<file path="config.mk">
export PLATFORM = sky130hd
export DESIGN_NAME = response_tag_tracker
export DESIGN_NICKNAME = d
export VERILOG_FILES = /design/src/design/rtt_pkg.sv /design/src/design/rtt_ram.sv /design/src/design/response_tag_tracker.sv
export SDC_FILE = /design/constraint.sdc
export NUM_CORES = 1
export LEC_CHECK = 0
export ABC_AREA = 1
export BUFFER_PORTS_ARGS = -buffer_cell sky130_fd_sc_hd__buf_2
export CAP_MARGIN = 20
export CORE_ASPECT_RATIO = 1.5
export CORE_MARGIN = 8
export CORE_UTILIZATION = 45
export CTS_BUF_LIST = sky130_fd_sc_hd__clkbuf_8
export CTS_CLUSTER_SIZE = 12
export DETAILED_ROUTE_END_ITERATION = 10
export MAX_ROUTING_LAYER = met4
export RECOVER_POWER = 100
export SLEW_MARGIN = 20
export SYNTH_ARGS = -nofsm -noshare
export SYNTH_HDL_FRONTEND = slang
export SYNTH_HIERARCHICAL = 1
export SYNTH_SLANG_ARGS = --single-unit
</file>
<file path="constraint.sdc">
create_clock -name clk_i -period 11.9 [get_ports clk_i]
set_input_delay 0.595 -clock clk_i [delete_from_list [all_inputs] [get_ports clk_i]]
set_output_delay 0.595 -clock clk_i [all_outputs]
set_load 0.1 [all_outputs]
</file>
<file path="src/design/rtt_pkg.sv">
// Shared types, codes and defaults for the response tag tracker.
package rtt_pkg;

  // Widths of the command and result fields.
  localparam int unsigned CMD_W     = 2;
  localparam int unsigned STATUS_W  = 3;
  localparam int unsigned TAG_W     = 4;
  localparam int unsigned PAYLOAD_W = 64;

  // Defaults for the top-level parameters.
  localparam int unsigned TAG_COUNT_DEF  = 16;
  localparam int unsigned DATA_WIDTH_DEF = 64;

  // Command codes.
  typedef enum logic [CMD_W-1:0] {
    CMD_ALLOC   = 2'd0,
    CMD_PACKET  = 2'd1,
    CMD_COLLECT = 2'd2,
    CMD_UNUSED  = 2'd3
  } cmd_e;

  // Result status codes.
  typedef enum logic [STATUS_W-1:0] {
    ST_GRANTED    = 3'd0,
    ST_ALL_BUSY   = 3'd1,
    ST_TO_MASTER  = 3'd2,
    ST_TO_QUEUE   = 3'd3,
    ST_STORED     = 3'd4,
    ST_UNEXPECTED = 3'd5,
    ST_DELIVERED  = 3'd6,
    ST_PENDING    = 3'd7
  } status_e;

endpackage

</file>
<file path="src/design/rtt_ram.sv">
// Generic single-write, single-read RAM with a registered read port.
module rtt_ram #(
  parameter int unsigned WIDTH = 64,
  parameter int unsigned DEPTH = 16,
  localparam int unsigned ADDR_W = $clog2(DEPTH)
) (
  input  logic              clk_i,
  input  logic              we_i,
  input  logic [ADDR_W-1:0] waddr_i,
  input  logic [WIDTH-1:0]  wdata_i,
  input  logic              re_i,
  input  logic [ADDR_W-1:0] raddr_i,
  output logic [WIDTH-1:0]  rdata_o
);

  logic [WIDTH-1:0] mem_q [DEPTH];
  logic [WIDTH-1:0] rdata_q;

  // Write port.
  always_ff @(posedge clk_i) begin
    if (we_i) begin
      mem_q[waddr_i] <= wdata_i;
    end
  end

  // Read port; returns the old contents on a same-address write.
  always_ff @(posedge clk_i) begin
    if (re_i) begin
      rdata_q <= mem_q[raddr_i];
    end
  end

  assign rdata_o = rdata_q;

endmodule

</file>
<file path="src/design/response_tag_tracker.sv">
// Top level of the response tag tracker: command decode, tag marks and result register.
//
// The tracker hands out request tags and matches responses to them.
// A command is issued by raising start_i with command_i, is_response_i,
// is_master_i, tag_i and payload_i; it is taken on any rising edge where
// start_i is high and busy_o is low. busy_o stays low, so one command is
// taken in every cycle.
// Each command yields exactly one result on status_o, tag_out_o and
// data_out_o, shown for a single cycle while done_o is high. The result
// passes through the input register (while the response store is read)
// and then the result register. Results leave in command order at one
// per cycle; the receiver cannot stall them and must take each one as it
// is shown.
// Allocate grants the lowest free tag or reports all busy; a received
// response is stored under its tag if that tag is waiting; collect returns
// the stored data and frees the tag, or reports pending.
// Reset clears the waiting and received marks and the pipeline valid
// flags. The response store is not cleared: an entry is read only after
// its tag has received a response, which writes the entry first.
module response_tag_tracker #(
  parameter int unsigned TAG_COUNT  = rtt_pkg::TAG_COUNT_DEF,
  parameter int unsigned DATA_WIDTH = rtt_pkg::DATA_WIDTH_DEF
) (
  input  logic                           clk_i,
  input  logic                           rst_ni,
  input  logic                           start_i,
  output logic                           busy_o,
  input  logic [rtt_pkg::CMD_W-1:0]      command_i,
  input  logic                           is_response_i,
  input  logic                           is_master_i,
  input  logic [rtt_pkg::TAG_W-1:0]      tag_i,
  input  logic [rtt_pkg::PAYLOAD_W-1:0]  payload_i,
  output logic                           done_o,
  output logic [rtt_pkg::STATUS_W-1:0]   status_o,
  output logic [rtt_pkg::TAG_W-1:0]      tag_out_o,
  output logic [rtt_pkg::PAYLOAD_W-1:0]  data_out_o
);

  import rtt_pkg::*;

  localparam int unsigned IDX_W = $clog2(TAG_COUNT);

  // Input register.
  logic                  in_vld_q;
  cmd_e                  cmd_q;
  logic                  is_resp_q;
  logic                  is_mast_q;
  logic [TAG_W-1:0]      tag_q;
  logic [DATA_WIDTH-1:0] pay_q;

  // Tag marks.
  logic [TAG_COUNT-1:0] wait_q, wait_d;
  logic [TAG_COUNT-1:0] recv_q, recv_d;

  // Result register.
  logic                 res_vld_q;
  status_e              status_q, status_d;
  logic [TAG_W-1:0]     tag_out_q, tag_out_d;
  logic [PAYLOAD_W-1:0] data_q, data_d;

  // Store access and read bypass.
  logic                  accept;
  logic                  wr_en;
  logic [IDX_W-1:0]      wr_idx;
  logic [IDX_W-1:0]      rd_idx;
  logic [DATA_WIDTH-1:0] ram_rdata;
  logic                  byp_hit_q;
  logic [DATA_WIDTH-1:0] byp_data_q;
  logic [DATA_WIDTH-1:0] rd_data;

  // Decode helpers.
  logic                 tag_ok;
  logic [IDX_W-1:0]     tag_idx;
  logic [TAG_COUNT-1:0] tag_oh;
  logic [TAG_COUNT-1:0] free_bits;
  logic [TAG_COUNT-1:0] grant_oh;
  logic [IDX_W-1:0]     grant_idx;

  // Commands are taken in every cycle.
  assign busy_o = 1'b0;
  assign accept = start_i && !busy_o;

  // Input register: control flag under reset, payload without.
  always_ff @(posedge clk_i or negedge rst_ni) begin
    if (!rst_ni) begin
      in_vld_q <= 1'b0;
    end else begin
      in_vld_q <= accept;
    end
  end

  always_ff @(posedge clk_i) begin
    if (accept) begin
      cmd_q     <= cmd_e'(command_i);
      is_resp_q <= is_response_i;
      is_mast_q <= is_master_i;
      tag_q     <= tag_i;
      pay_q     <= DATA_WIDTH'(payload_i);
    end
  end

  // Response store, read as the command is taken.
  assign rd_idx = IDX_W'(tag_i);

  rtt_ram #(
    .WIDTH (DATA_WIDTH),
    .DEPTH (TAG_COUNT)
  ) u_store (
    .clk_i   (clk_i),
    .we_i    (wr_en),
    .waddr_i (wr_idx),
    .wdata_i (pay_q),
    .re_i    (accept),
    .raddr_i (rd_idx),
    .rdata_o (ram_rdata)
  );

  // A response stored by the command ahead lands on the same edge as the
  // read; catch it here so the next command sees the new data.
  always_ff @(posedge clk_i or negedge rst_ni) begin
    if (!rst_ni) begin
      byp_hit_q <= 1'b0;
    end else if (accept) begin
      byp_hit_q <= wr_en && (wr_idx == rd_idx);
    end
  end

  always_ff @(posedge clk_i) begin
    if (accept) begin
      byp_data_q <= pay_q;
    end
  end

  assign rd_data = byp_hit_q ? byp_data_q : ram_rdata;

  // Tag range check and one-hot form of the command's tag.
  assign tag_ok  = 32'(tag_q) < 32'(TAG_COUNT);
  assign tag_idx = IDX_W'(tag_q);
  assign tag_oh  = tag_ok ? (TAG_COUNT'(1) << tag_idx) : '0;

  // Lowest free tag: isolate the lowest set bit, then encode it.
  assign free_bits = ~wait_q;
  assign grant_oh  = free_bits & (~free_bits + TAG_COUNT'(1));

  always_comb begin
    grant_idx = '0;
    for (int i = 0; i < int'(TAG_COUNT); i++) begin
      if (grant_oh[i]) begin
        grant_idx = grant_idx | IDX_W'(i);
      end
    end
  end

  // Command decode: next marks, store write and the result.
  always_comb begin
    wait_d    = wait_q;
    recv_d    = recv_q;
    wr_en     = 1'b0;
    wr_idx    = tag_idx;
    status_d  = ST_PENDING;
    tag_out_d = tag_q;
    data_d    = '0;
    case (cmd_q)
      CMD_ALLOC: begin
        if (free_bits == '0) begin
          status_d  = ST_ALL_BUSY;
          tag_out_d = '0;
        end else begin
          status_d  = ST_GRANTED;
          tag_out_d = TAG_W'(grant_idx);
          wait_d    = wait_q | grant_oh;
          recv_d    = recv_q & ~grant_oh;
        end
      end
      CMD_PACKET: begin
        if (!is_resp_q) begin
          status_d = is_mast_q ? ST_TO_MASTER : ST_TO_QUEUE;
        end else if ((wait_q & tag_oh) == '0) begin
          status_d = ST_UNEXPECTED;
        end else begin
          status_d = ST_STORED;
          wr_en    = in_vld_q;
          recv_d   = recv_q | tag_oh;
        end
      end
      CMD_COLLECT: begin
        if ((recv_q & tag_oh) != '0) begin
          status_d = ST_DELIVERED;
          data_d   = PAYLOAD_W'(rd_data);
          recv_d   = recv_q & ~tag_oh;
          wait_d   = wait_q & ~tag_oh;
        end
      end
      default: begin
        status_d = ST_PENDING;
      end
    endcase
  end

  // Marks change only for a command in the input register.
  always_ff @(posedge clk_i or negedge rst_ni) begin
    if (!rst_ni) begin
      wait_q <= '0;
      recv_q <= '0;
    end else if (in_vld_q) begin
      wait_q <= wait_d;
      recv_q <= recv_d;
    end
  end

  // Result register.
  always_ff @(posedge clk_i or negedge rst_ni) begin
    if (!rst_ni) begin
      res_vld_q <= 1'b0;
    end else begin
      res_vld_q <= in_vld_q;
    end
  end

  always_ff @(posedge clk_i) begin
    if (in_vld_q) begin
      status_q  <= status_d;
      tag_out_q <= tag_out_d;
      data_q    <= data_d;
    end
  end

  assign done_o     = res_vld_q;
  assign status_o   = status_q;
  assign tag_out_o  = tag_out_q;
  assign data_out_o = data_q;

  // Every command transfer yields a result after the input and result registers.
  a_result_follows : assert property (
    @(posedge clk_i) disable iff (!rst_ni) accept |=> ##1 done_o
  ) else $error("command transfer without a matching result");

  // A tag can only hold a received response while it is waiting.
  a_recv_subset : assert property (
    @(posedge clk_i) disable iff (!rst_ni) (recv_q & ~wait_q) == '0
  ) else $error("received mark set on a tag that is not waiting");

  // All busy is only reported when every tag is waiting.
  a_all_busy : assert property (
    @(posedge clk_i) disable iff (!rst_ni)
      (done_o && status_q == ST_ALL_BUSY) |-> (&wait_q)
  ) else $error("all busy reported while a tag is free");

  // Data is only driven for a delivered response.
  a_data_zero : assert property (
    @(posedge clk_i) disable iff (!rst_ni)
      (done_o && status_q != ST_DELIVERED) |-> (data_q == '0)
  ) else $error("result data non-zero without a delivery");

endmodule
</file>
==> impl_metrics.py <==
metrics = {
    "yosys": {
        "yosys_register_bits": 1330,
        "synth_enable_flop_cells": 1295,
        "avgSynthCellArea_um2": 10.9,
        "synth-async-reset-ratio_pct": 2.63,
        "synth.distinct_cells": 39,
        "yosys_most_used_dff": "edfxtp_1",
        "synth.net_count": 5215,
        "ys_seq_area_share_pct": 70.9,
        "yosys-top-cells-area": "edfxtp_1 69%, nand2_1 11%, nand3_1 7.2%, inv_1 5.6%, dfrtp_1 1.6%",
        "yosys_warnings": 6,
        "synth_largest_type_area_fraction_pct": 69.3,
        "synth_area_leader_cell": "edfxtp_1",
        "post_synth_inst_count": 5140,
        "post_synth_instance_area_um2": 56100,
    },
    "sta": {
        "setup_failing_eps_final": 0,
        "worstMarginPinSlew_ns": 5.33,
        "rsz0062_at_grt": "false",
        "clock.fmax_mhz": 122,
        "clock_skew_ns": 0.0450,
        "hold_ws_ns": 0.322,
        "fin_ws_ns": 3.72,
        "fin_setup_tns_ns": 0,
        "layout_worst_path_cycle_share_pct": 68.7,
        "maxSlewViolCount": 1695,
        "hold_violations": 0,
        "finalWorstPathRequiredPeriod_ns": 8.18,
        "slew_headroom_pct": -255,
    },
    "cells_and_area": {
        "layout_common_cells": "1641 x nand2_1, 1295 x edfxtp_1, 903 x inv_1",
        "most_common_cell_after_layout_fill_and_taps_aside": "nand2_1",
        "fin_nets": 5418,
        "post_route_cells_drive_above_1_share_pct": 6.38,
        "area_delta_synth_final_pct": 10.2,
    },
    "drt": {
        "post_drt_via_cell_ratio": 5.10,
        "route.antenna.remaining_nets": 0,
        "wl_per_cell_um": 20.2,
        "via_total_after_detailed_routing": 36270,
        "drt_first_pass_iters": 6,
        "drc_errors": 0,
        "detail_route.wirelength_um": 144000,
        "drt_iter0_markers": 2893,
    },
    "setup_path": {
        "timing.critical_path.slowest_stage_cell": "clkinvlp_2",
        "cell_type_with_the_highest_occurrence_count_on_the_critical_path": "nand3_1",
        "worstPathArrival_ns": 8.87,
        "timing.critical_path.from_type": "primary input",
        "cp_num_cells": 6,
        "critPathCaptureType": "register",
        "crit_path_max_fanout": 60,
        "crit-reg2reg-launch": "in_vld_q$_DFF_PN0_",
        "data_required_time_at_the_worst_endpoint_ns": 12.60,
        "critical_path.n_buffers_inverters": 3,
        "reg2reg_setup_slack_ns": 3.83,
        "critical_path_sink": "u_store/rdata_o[28]$_DFFE_PP_",
        "worstSetupStartpoint": "tag_i[2]",
        "worst_r2r_path_depth": 5,
        "r2r_end": "u_store/mem_q[15][27]$_DFFE_PP_",
        "critical_path.cell_chain": "clkbuf_1 -> clkinvlp_2 -> buf_4 -> nand3_1 -> nand3_1 -> nand2_1",
        "path_delay_family": "buffers and inverters",
        "highest_cell_delay_on_the_worst_timing_path_ns": 3.69,
        "critical_path_class": "primary input to register",
    },
    "floorplan": {
        "initial_utilization_pct": 45.3,
        "die_width_um": 304,
        "core.rowCount": 158,
        "die_area_um2": 137000,
        "ios": 148,
        "die-height_um": 449,
        "core_area_um2": 124000,
    },
    "pwr": {
        "power_density_nw_per_um2": 154,
        "power.leakage_nw": 25.7,
        "vdd_ir_drop_max_mv": 0.114,
    },
    "global_route": {
        "grt_max_degree": 196,
        "grt_util_all_layers_pct": 21.1,
        "grt-busiest-layer": "met2",
        "met3_usage_pct": 3.42,
        "grt.met2_usage_pct": 36.4,
        "grt_use_met1_pct": 25.3,
        "via_count_of_the_first_global_routing_pass": 35663,
        "global_route.overflow_total": 0,
        "grt_pass1_wl_um": 216000,
        "antenna_found_initial": 1,
    },
    "clocking": {
        "cts.clk_slew.worst_paths_ns": 0.07,
        "ctsHoldBuffers": 69,
        "worst_skew_pair.late_latency_ns": 0.92,
        "cts_made_buffers": 198,
        "cts.sink_count": 1330,
        "clock_path_buffers": 3,
        "ctsResizeCount": 0,
        "post_cts_setup_repair_bufs": 0,
        "clock_tree.root_cell": "clkbuf_8",
        "cts_tree": "built",
        "cts_max_level": 4,
    },
    "run_status": {
        "violations_in_the_final_reports": "capacitance limit, slew limit",
        "status": "finished, violations left",
    },
    "min_path": {
        "whs_path_depth": 3,
        "min_path_type": "primary input to register",
    },
    "placed_design": {
        "finalWeightedCongestion": 0.892,
        "dp_hpwl_um": 76600,
        "numPortBuffers": 146,
        "pre_cts_ws_ns": 6.95,
    },
    "flow_run": {
        "max_cap_viol_count": 37,
    },
}
==> stage by stage <==
| stage | instances | util (%) | power [W] | area (um2) |
|---|---|---|---|---|
| finish | 7105 | 50.0 | 0.00955 | 61800 |
| global route | 7104 | 50.0 | 0.00991 | 61800 |
| CTS | 7103 | 50.2 | 0.00965 | 62100 |
| detailed placement | 6674 | 46.8 | 0.00621 | 57900 |
| global placement | 6674 | 46.8 | 0.00621 | 57900 |
| floorplan | 5140 | - | 0.00594 | 56100 |
==> Yosys cell counts (4+ instances only) <==
| library cell | n |
|---|---|
| nand2_1 | 1639 |
| edfxtp_1 | 1295 |
| inv_1 | 833 |
| nand3_1 | 809 |
| buf_2 | 129 |
| a21oi_1 | 73 |
| nor2_1 | 55 |
| o21ai_0 | 47 |
| buf_6 | 46 |
| clkbuf_1 | 43 |
| dfrtp_1 | 35 |
| nand4_1 | 27 |
| buf_4 | 23 |
| o31ai_1 | 17 |
| buf_1 | 12 |
| nor3_1 | 12 |
| o21ai_1 | 8 |
| nor2_2 | 5 |
| inv_2 | 4 |
| o2111ai_1 | 4 |
==> metal layers <==
metal	up-vias	share of wire (%)
met1	17571	41
met3	273	5.6
met5	-	0
met4	0	2.8
li1	17317	-
met2	1109	51
==> sequential cells by signal, indices dropped and copies added (netlist names), 2 cells and up <==
name / cells
tag_out_o: 4
byp_data_q: 64
status_o: 3
cmd_q: 2
recv_q: 16
pay_q: 64
u_store/rdata_o: 64
tag_idx: 4
data_out_o: 64
u_store/mem_q: 1024
wait_q: 16
==> where the power goes <==
group	switching [W]	leakage, nW	total, W	internal, W
sequential	0.000164	12.4	0.00545	0.00529
clock	0.00175	2.11	0.00343	0.00168
combinational	0.000503	11.2	0.000673	0.000169
==> worst reg2reg max path: stages, from the launching register on <==
cell      delay, ns
dfrtp_1        1.65
inv_1          0.23
nor3_1         0.59
nand3_1        0.36
nor2_1         2.25
clkbuf_1       2.42
==> cell families after synthesis <==
family	synth area share (%)
compound gates	1.55
xor+xnor	0.0156
buf+inv	8.39
flops	70.9
other cells	0.00668
simple gates	19.2
==> final cells by class <==
cell class              instances  area (um2)
fillers                     10960       61900
flip-flops and latches       1330       39800
multi-input cells            2718       11700
inverters                     838        3180
clock buffers                 204        2810
well taps                    1600        2000
repair buffers                257        1620
clock inverters               156         783
diodes                          2        5.00
==> worst min-delay path by stage <==
| stage | slack, ns | start | end |
|---|---|---|---|
| 2_1_floorplan | 0.30 | rst_ni | byp_hit_q$_DFFE_PN0P_ |
| 3_3_place_gp | 0.50 | recv_q[15]$_DFFE_PN0P_ | recv_q[15]$_DFFE_PN0P_ |
| 3_5_place_dp | 0.51 | recv_q[15]$_DFFE_PN0P_ | recv_q[15]$_DFFE_PN0P_ |
| 4_1_cts | 0.09 | start_i | pay_q[10]$_DFFE_PP_ |
| 5_1_grt | 0.27 | tag_i[3] | u_store/rdata_o[51]$_DFFE_PP_ |
| 6_report | 0.32 | tag_i[3] | u_store/rdata_o[63]$_DFFE_PP_ |
No activity file was read; power rests on OpenSTA's default activity.
